==> src/rtl/bsr_pkg.sv <==
package bsr_pkg;

  localparam int CanvasRowsDef = 30;
  localparam int CanvasColsDef = 60;
  localparam int CircleSteps   = 360;
  localparam int RowBitsW      = 60;
  localparam int CoordW        = 13;

  localparam logic [63:0] PiQ30 = 64'd3373259426;

  typedef enum logic [2:0] {
    CMD_CLEAR  = 3'd0,
    CMD_LINE   = 3'd1,
    CMD_RECT   = 3'd2,
    CMD_TRI    = 3'd3,
    CMD_CIRCLE = 3'd4,
    CMD_READ   = 3'd5
  } cmd_e;

  typedef logic signed [CoordW-1:0] coord_t;
  typedef logic [16:0] sin_tab_t [91];

  // quarter-wave sine in Q1.16, integer Taylor series in Q2.30
  function automatic sin_tab_t build_sin_tab();
    sin_tab_t t;
    logic [63:0] x;
    logic [63:0] term;
    logic signed [63:0] sum;
    logic [63:0] usum;
    int d;
    int k;
    for (d = 0; d <= 90; d++) begin
      x = (64'(d) * PiQ30) / 64'd180;
      term = x;
      sum = $signed(x);
      for (k = 1; k <= 10; k++) begin
        term = (term * x) >> 30;
        term = (term * x) >> 30;
        term = term / 64'((2 * k) * (2 * k + 1));
        if ((k % 2) == 1) sum = sum - $signed(term);
        else sum = sum + $signed(term);
      end
      if (sum < 0) sum = 64'sd0;
      usum = $unsigned(sum) + 64'd8192;
      t[d] = 17'(usum >> 14);
    end
    return t;
  endfunction

  localparam sin_tab_t SinTab = build_sin_tab();

endpackage

==> src/rtl/bitmap_shape_rasterizer_unit.sv <==
// Bitmap shape rasterizer: a CANVAS_ROWS x CANVAS_COLS one-bit canvas.
// Command port: a word is taken when start is high and busy is low. command_i
// picks clear, line, rectangle, triangle, circle or read row; the other fields
// carry coordinates and sizes. Codes 6 and 7 are dropped.
// Result port: a read row command returns row_bits_o in the cycle after it is
// taken, marked by valid_o for exactly one cycle. The receiver cannot stall.
// Clear and read keep busy low. A line, rectangle or triangle runs a
// Bresenham stepper that plots one pixel per cycle after a setup state per
// segment. A circle runs 360 points through one shared 10x17 multiplier,
// each point passing through a cosine product, a sine product and a plot
// state. Busy stays high for the whole draw. Off-canvas pixels are dropped.
// Zero sizes draw nothing and leave busy low.
// Reset clears every pixel at once and leaves the block idle.
module bitmap_shape_rasterizer_unit #(
  parameter int CANVAS_ROWS = bsr_pkg::CanvasRowsDef,
  parameter int CANVAS_COLS = bsr_pkg::CanvasColsDef
) (
  input  logic        clk_i,
  input  logic        rst_ni,
  input  logic        start,
  output logic        busy,
  input  logic [2:0]  command_i,
  input  logic [10:0] first_x_i,
  input  logic [10:0] first_y_i,
  input  logic [10:0] second_x_i,
  input  logic [10:0] second_y_i,
  input  logic [9:0]  width_i,
  input  logic [9:0]  height_i,
  input  logic [9:0]  radius_i,
  input  logic [4:0]  read_row_i,
  output logic        valid_o,
  output logic [bsr_pkg::RowBitsW-1:0] row_bits_o
);
  import bsr_pkg::*;

  localparam int RowW = (CANVAS_ROWS > 1) ? $clog2(CANVAS_ROWS) : 1;
  localparam int ColW = (CANVAS_COLS > 1) ? $clog2(CANVAS_COLS) : 1;
  localparam int OutW = (CANVAS_COLS < RowBitsW) ? CANVAS_COLS : RowBitsW;
  localparam int ErrW = 15;

  typedef enum logic [2:0] {
    ST_IDLE, ST_SEG_SETUP, ST_SEG_RUN, ST_CIR_COS, ST_CIR_SIN, ST_CIR_PLOT
  } state_e;

  state_e state_q;
  cmd_e   cmd_q;
  logic [1:0] seg_q;
  coord_t x1_q, y1_q, x2_q, y2_q, xl_q;
  coord_t xa_q, ya_q, xb_q, yb_q;
  logic signed [ErrW-1:0] dx_q, dy_q, err_q;
  logic sx_q, sy_q;
  logic [9:0] r_q;
  logic [8:0] angle_q;
  logic [26:0] prod_q;
  logic neg_q;
  coord_t offx_q;
  logic [CANVAS_COLS-1:0] canvas_q [CANVAS_ROWS];
  logic [RowBitsW-1:0] row_bits_d;

  logic accept;
  cmd_e cmd_in;
  coord_t fx, fy, sxi, syi;
  assign accept = start && !busy;
  assign busy   = (state_q != ST_IDLE);
  assign cmd_in = cmd_e'(command_i);
  assign fx  = {{2{first_x_i[10]}}, first_x_i};
  assign fy  = {{2{first_y_i[10]}}, first_y_i};
  assign sxi = {{2{second_x_i[10]}}, second_x_i};
  assign syi = {{2{second_y_i[10]}}, second_y_i};

  // segment endpoints
  coord_t s_xa, s_ya, s_xb, s_yb;
  logic last_seg;
  always_comb begin
    s_xa = x1_q; s_ya = y1_q; s_xb = x2_q; s_yb = y2_q;
    last_seg = 1'b1;
    unique case (cmd_q)
      CMD_RECT: begin
        last_seg = (seg_q == 2'd3);
        unique case (seg_q)
          2'd0: begin s_xa = x1_q; s_ya = y1_q; s_xb = x2_q; s_yb = y1_q; end
          2'd1: begin s_xa = x1_q; s_ya = y2_q; s_xb = x2_q; s_yb = y2_q; end
          2'd2: begin s_xa = x1_q; s_ya = y1_q; s_xb = x1_q; s_yb = y2_q; end
          default: begin s_xa = x2_q; s_ya = y1_q; s_xb = x2_q; s_yb = y2_q; end
        endcase
      end
      CMD_TRI: begin
        last_seg = (seg_q == 2'd2);
        unique case (seg_q)
          2'd0: begin s_xa = x1_q; s_ya = y1_q; s_xb = xl_q; s_yb = y2_q; end
          2'd1: begin s_xa = x1_q; s_ya = y1_q; s_xb = x2_q; s_yb = y2_q; end
          default: begin s_xa = xl_q; s_ya = y2_q; s_xb = x2_q; s_yb = y2_q; end
        endcase
      end
      default: ;
    endcase
  end

  logic signed [ErrW-1:0] s_dx, s_dy, e2, err_d;
  logic step_x, step_y;
  always_comb begin
    s_dx = (s_xb > s_xa) ? ErrW'(s_xb - s_xa) : ErrW'(s_xa - s_xb);
    s_dy = (s_yb > s_ya) ? ErrW'(s_yb - s_ya) : ErrW'(s_ya - s_yb);
    e2 = err_q <<< 1;
    step_x = (e2 > -dy_q);
    step_y = (e2 < dx_q);
    err_d = err_q - (step_x ? dy_q : '0) + (step_y ? dx_q : '0);
  end

  // circle: angle to quarter-table index
  logic [8:0] ang;
  logic [9:0] ang_sum;
  logic [6:0] tab_idx;
  logic tab_neg;
  always_comb begin
    ang_sum = (state_q == ST_CIR_COS) ? ({1'b0, angle_q} + 10'd90) : {1'b0, angle_q};
    ang = (ang_sum >= 10'(CircleSteps)) ? 9'(ang_sum - 10'(CircleSteps)) : ang_sum[8:0];
    priority if (ang <= 9'd90) begin
      tab_idx = ang[6:0]; tab_neg = 1'b0;
    end else if (ang <= 9'd180) begin
      tab_idx = 7'(9'd180 - ang); tab_neg = 1'b0;
    end else if (ang <= 9'd270) begin
      tab_idx = 7'(ang - 9'd180); tab_neg = 1'b1;
    end else begin
      tab_idx = 7'(9'd360 - ang); tab_neg = 1'b1;
    end
  end

  logic [26:0] prod_d;
  logic [10:0] rnd_x;
  logic [9:0]  rnd_y;
  coord_t offx_d, offy;
  assign prod_d = 27'(r_q) * 27'(SinTab[tab_idx]);
  assign rnd_x  = 11'((prod_q + 27'd32768) >> 16);
  assign rnd_y  = 10'((prod_q + 27'd65536) >> 17);
  assign offx_d = neg_q ? -coord_t'(rnd_x) : coord_t'(rnd_x);
  assign offy   = neg_q ? -coord_t'(rnd_y) : coord_t'(rnd_y);

  // plot port
  logic plot_en, plot_ok;
  coord_t plot_row, plot_col;
  always_comb begin
    plot_en = 1'b0;
    plot_row = ya_q;
    plot_col = xa_q;
    if (state_q == ST_SEG_RUN) begin
      plot_en = 1'b1;
    end else if (state_q == ST_CIR_PLOT) begin
      plot_en = 1'b1;
      plot_row = y1_q + offy;
      plot_col = x1_q + offx_q;
    end
    plot_ok = plot_en && (plot_row >= 0) && (plot_row < $signed(CoordW'(CANVAS_ROWS)))
              && (plot_col >= 0) && (plot_col < $signed(CoordW'(CANVAS_COLS)));
  end

  logic [6:0] rr_ext;
  logic [CANVAS_COLS-1:0] rd_row;
  assign rr_ext = 7'(read_row_i);
  always_comb begin
    rd_row = (rr_ext < 7'(CANVAS_ROWS)) ? canvas_q[rr_ext[RowW-1:0]] : '0;
    row_bits_d = '0;
    row_bits_d[OutW-1:0] = rd_row[OutW-1:0];
  end

  always_ff @(posedge clk_i or negedge rst_ni) begin
    if (!rst_ni) begin
      for (int i = 0; i < CANVAS_ROWS; i++) canvas_q[i] <= '0;
    end else if (accept && cmd_in == CMD_CLEAR) begin
      for (int i = 0; i < CANVAS_ROWS; i++) canvas_q[i] <= '0;
    end else if (plot_ok) begin
      canvas_q[plot_row[RowW-1:0]][plot_col[ColW-1:0]] <= 1'b1;
    end
  end

  always_ff @(posedge clk_i or negedge rst_ni) begin
    if (!rst_ni) begin
      state_q <= ST_IDLE;
      valid_o <= 1'b0;
      row_bits_o <= '0;
    end else begin
      valid_o <= accept && (cmd_in == CMD_READ);
      unique case (state_q)
        ST_IDLE: begin
          if (accept) begin
            seg_q <= 2'd0;
            angle_q <= '0;
            cmd_q <= cmd_in;
            r_q <= radius_i;
            x1_q <= fx;
            y1_q <= fy;
            xl_q <= fx - coord_t'(height_i) + coord_t'(1);
            unique case (cmd_in)
              CMD_LINE: begin
                x2_q <= sxi;
                y2_q <= syi;
                state_q <= ST_SEG_SETUP;
              end
              CMD_RECT: begin
                x2_q <= fx + coord_t'(width_i) - coord_t'(1);
                y2_q <= fy + coord_t'(height_i) - coord_t'(1);
                if (width_i != '0 && height_i != '0) state_q <= ST_SEG_SETUP;
              end
              CMD_TRI: begin
                x2_q <= fx + coord_t'(height_i) - coord_t'(1);
                y2_q <= fy + coord_t'(height_i) - coord_t'(1);
                if (height_i != '0) state_q <= ST_SEG_SETUP;
              end
              CMD_CIRCLE: if (radius_i != '0) state_q <= ST_CIR_COS;
              CMD_READ: row_bits_o <= row_bits_d;
              default: ;
            endcase
          end
        end
        ST_SEG_SETUP: begin
          xa_q <= s_xa; ya_q <= s_ya; xb_q <= s_xb; yb_q <= s_yb;
          dx_q <= s_dx; dy_q <= s_dy;
          err_q <= s_dx - s_dy;
          sx_q <= (s_xa < s_xb);
          sy_q <= (s_ya < s_yb);
          state_q <= ST_SEG_RUN;
        end
        ST_SEG_RUN: begin
          if (xa_q == xb_q && ya_q == yb_q) begin
            seg_q <= seg_q + 2'd1;
            state_q <= last_seg ? ST_IDLE : ST_SEG_SETUP;
          end else begin
            err_q <= err_d;
            if (step_x) xa_q <= sx_q ? xa_q + coord_t'(1) : xa_q - coord_t'(1);
            if (step_y) ya_q <= sy_q ? ya_q + coord_t'(1) : ya_q - coord_t'(1);
          end
        end
        ST_CIR_COS: begin
          prod_q <= prod_d;
          neg_q <= tab_neg;
          state_q <= ST_CIR_SIN;
        end
        ST_CIR_SIN: begin
          offx_q <= offx_d;
          prod_q <= prod_d;
          neg_q <= tab_neg;
          state_q <= ST_CIR_PLOT;
        end
        ST_CIR_PLOT: begin
          angle_q <= angle_q + 9'd1;
          state_q <= (angle_q == 9'(CircleSteps - 1)) ? ST_IDLE : ST_CIR_COS;
        end
        default: state_q <= ST_IDLE;
      endcase
    end
  end

endmodule

==> config.mk <==
export PLATFORM = sky130hd
export DESIGN_NAME = bitmap_shape_rasterizer_unit
export DESIGN_NICKNAME = d
export VERILOG_FILES = /design/src/rtl/bsr_pkg.sv /design/src/rtl/bitmap_shape_rasterizer_unit.sv
export SDC_FILE = /design/constraint.sdc
export NUM_CORES = 2
export LEC_CHECK = 0
export BUFFER_PORTS_ARGS = -buffer_cell sky130_fd_sc_hd__buf_2
export CORE_MARGIN = 2
export CORE_UTILIZATION = 50
export CTS_CLUSTER_SIZE = 28
export DETAILED_ROUTE_END_ITERATION = 10
export PLACE_DENSITY_LB_ADDON = 0.25
export SLEW_MARGIN = 10
export SYNTH_ARGS = -nofsm -noshare
export SYNTH_HDL_FRONTEND = slang
export SYNTH_SLANG_ARGS = --single-unit
==> constraint.sdc <==
create_clock -name clk_i -period 11.9 [get_ports clk_i]
set_clock_uncertainty 0.2 [all_clocks]
set_input_delay 1.19 -clock clk_i [delete_from_list [all_inputs] [get_ports clk_i]]
set_output_delay 1.19 -clock clk_i [all_outputs]
set_load 0.05 [all_outputs]
==> key figures <==
Setup path
  – Critical path type: reg2reg
  – Critical Path Start Type: register
  – Slowest-stage cell, CP: sky130_fd_sc_hd__a221oi_1
  – Largest stage delay, worst path: 0.55 ns
  – Worst Path Required: roughly 12 ns
  – Endpoint class of the critical path: register
  – Data arrival at the endpoint of the critical path: 11.42 ns
  – Maximum fanout along the worst path: 18

Synthesis
  – Count of state elements after synthesis: 2071
  – Net count after synthesis: roughly 9500
  – Unique cell type count in the Yosys netlist: 110
  – Cell area after synthesis: 103000 sq um
  – Largest area contributor in the netlist: sky130_fd_sc_hd__dfrtp_1
  – Area share of the largest cell type after synthesis: 45.5%
  – Sequential element share of the synthesized area: 51.5%
  – Top_reg_cell synth: sky130_fd_sc_hd__dfrtp_1
  – Synth Warn #: 0
  – Instance count of the mapped netlist: just under 9000
  – Main area contributors after synthesis: sky130_fd_sc_hd__dfrtp_1 (45%), sky130_fd_sc_hd__mux4_2 (11%), sky130_fd_sc_hd__and2_1 (8.5%)
  – EDFF count, synth: between 200 and 250
  – Avg Inst Size Synth: approximately 12 sq um
  – Async set-reset flop share out of synthesis: between 90% and 100%

Finish
  – Number of fillers in the final layout: 16900
  – Top library cells by usage in the layout, fill and taps aside: sky130_fd_sc_hd__dfrtp_1 (1862), sky130_fd_sc_hd__and2_1 (1391), sky130_fd_sc_hd__a21oi_1 (840)
  – Most frequent standard cell in the layout excluding fill and tap cells: sky130_fd_sc_hd__dfrtp_1
  – Number of nets in the finished design: 9393
  – Post-Route Utilization: 55.5%
  – Layout cells sized above 1: between 10% and 20%
  – Synth-to-Final Area Change: 10.4%

Timing
  – Fin crit share: 92.7%
  – Final period demand of the worst path: 11.03 ns
  – Final setup violation count: 0
  – Relative slew slack: 6.37%
  – Setup repair after global routing missed its margin: no
  – Actual slew at the worst max-slew pin: 1.40 ns
  – Final sum of negative setup slack: 0 ns
  – Final hold violation count: 0
  – Final number of max-transition violations: 0
  – Achievable clock frequency: slightly above 0.09 GHz

CTS
  – Number of levels in the clock H-tree: 4
  – Clock net sink count: 2071
  – Cts hold-fix bufs: 0
  – Number of resized instances in the post-cts repair step: 0
  – Clock tree root buffer cell: sky130_fd_sc_hd__clkbuf_16
  – Clock tree from TritonCTS: yes
  – Worst-skew pair later-pin latency: 0.87 ns
  – Number of CTS-inserted buffers: 208
  – Maximum number of buffers from clock root to sink: 3
  – Clock slew seen by the registers of the worst setup and hold paths: 0.07 ns
  – Number of setup buffers added after CTS: 0

Detailed routing
  – Initial DRC count: 6222
  – Router iterations before antenna repair: 7
  – Vias per std cell: roughly 5.7
  – Antenna-violating nets left: 0
  – Routed Wire Length: 249 mm
  – Avg WL per Cell: 21.2 um
  – Drt drc: 0
  – Vias after detailed routing: 66400

Worst hold path
  – Hold/Removal Path Class: in2async

Die
  – Core Area: around 200000 sq um
  – Placement Rows: 166
  – Full die area: ~210000 sq um
  – IO Pins: 147
  – Die extent in x: 457 um
  – Starting utilization of the core area: about half
  – Height of the die: 457 um

Placement
  – Routability cong.: approximately 0.90
  – Final HPWL DP: 158 mm
  – Number of buffers added on ports: 146

Global routing
  – GRT Total Usage: 24.1%
  – Via count of the first global-routing pass: slightly below 70000
  – Overflow left after global routing: 0
  – Number of antenna violations at the first check in global routing: 5
  – Pin count of the biggest net entering global routing: 361
  – First-pass GRT wire length: 399 mm

Flow run
  – Max-cap viol count: 0

Outcome
  – Result of the run: complete, no violations
==> cells in the mapped netlist, types with 204 or more instances <==
cell                       number
sky130_fd_sc_hd__ha_1         321
sky130_fd_sc_hd__mux4_2       479
sky130_fd_sc_hd__dfrtp_1     1864
sky130_fd_sc_hd__nor2_1       788
sky130_fd_sc_hd__and2_1      1391
sky130_fd_sc_hd__mux2i_1      204
sky130_fd_sc_hd__a21oi_1      843
sky130_fd_sc_hd__clkbuf_1     453
sky130_fd_sc_hd__nand2_1      480
sky130_fd_sc_hd__inv_1        447
sky130_fd_sc_hd__o21ai_0      287
sky130_fd_sc_hd__edfxtp_1     207
==> critical path, delay by kind of cell, from the launching register on <==
kind / cells / cell delay, ns
AOI/OAI and AO/OA: 20 / 4.36
adders and majority gates: 7 / 2.99
buffers and inverters: 7 / 0.97
and+or+nand+nor: 6 / 0.97
xor gates and xnor gates: 3 / 0.70
DFF: 1 / 0.54
==> worst paths after layout <==
kind	start	end	slack, ns	cells after the start
worst max-delay path	angle_q[1]	prod_q[21]	0.87	43
worst min-delay path	rst_ni	canvas_q[1739]	0.05	1
worst max register to register	angle_q[1]	prod_q[21]	0.87	43
worst min register to register	row_bits_o[55]	row_bits_o[55]	0.27	2
max in group asynchronous	rst_ni	canvas_q[881]	7.83	5
min in group clk_i	row_bits_o[55]	row_bits_o[55]	0.27	2
==> state kept, by name, indices dropped and copies added, names as in the netlist, 14 cells and up <==
name	flops
canvas_q	1800
row_bits_o	60
dx_q	14
dy_q	14
err_q	14
==> layout make-up <==
cell class	count	area [sq um]	area share, %
diodes	4	10.0	0.00884
well taps	2688	3360	2.97
clock inverters	78	1040	0.917
multi-input cells	5824	46000	40.7
flip-flops and latches	2071	52900	46.7
clock buffers	313	6210	5.49
repair buffers	286	2010	1.78
inverters	453	1710	1.51
==> cells by family after synthesis <==
family / share of synthesized area [%]
xor gates and xnor gates: 1.95
and+or+nand+nor: 14.9
DFF: 51.5
buffers and inverters: 3.81
adders and majority gates: 6.71
muxes: 12.7
AOI/OAI and AO/OA: 8.43
==> layer usage <==
| layer | vias up | global-route usage [%] | wire, um |
|---|---|---|---|
| li1 | 30300 | - | - |
| met1 | 33900 | 35.6 | 114000 |
| met2 | 1731 | 37.3 | 115000 |
| met3 | 397 | 3.15 | 12900 |
| met4 | 0 | 7.21 | 6970 |
| met5 | - | 0 | 0 |
==> per-stage QoR <==
stage / setup slack (ns) / cell area [sq um] / cells / hold WS, ns
finish: 0.870 / 113000 / 11700 / 0.0522
global placement: 0.642 / 106000 / 11300 / 0.258
detailed placement: 0.530 / 106000 / 11300 / 0.265
floorplan: 1.64 / 103000 / 8916 / 0.248
CTS: 0.508 / 113000 / 11700 / 0.0316
global route: 0.0459 / 113000 / 11700 / 0.0557
Power is not shown: default switching activity piles up to over one toggle a cycle in this logic, so the estimate is an artifact.
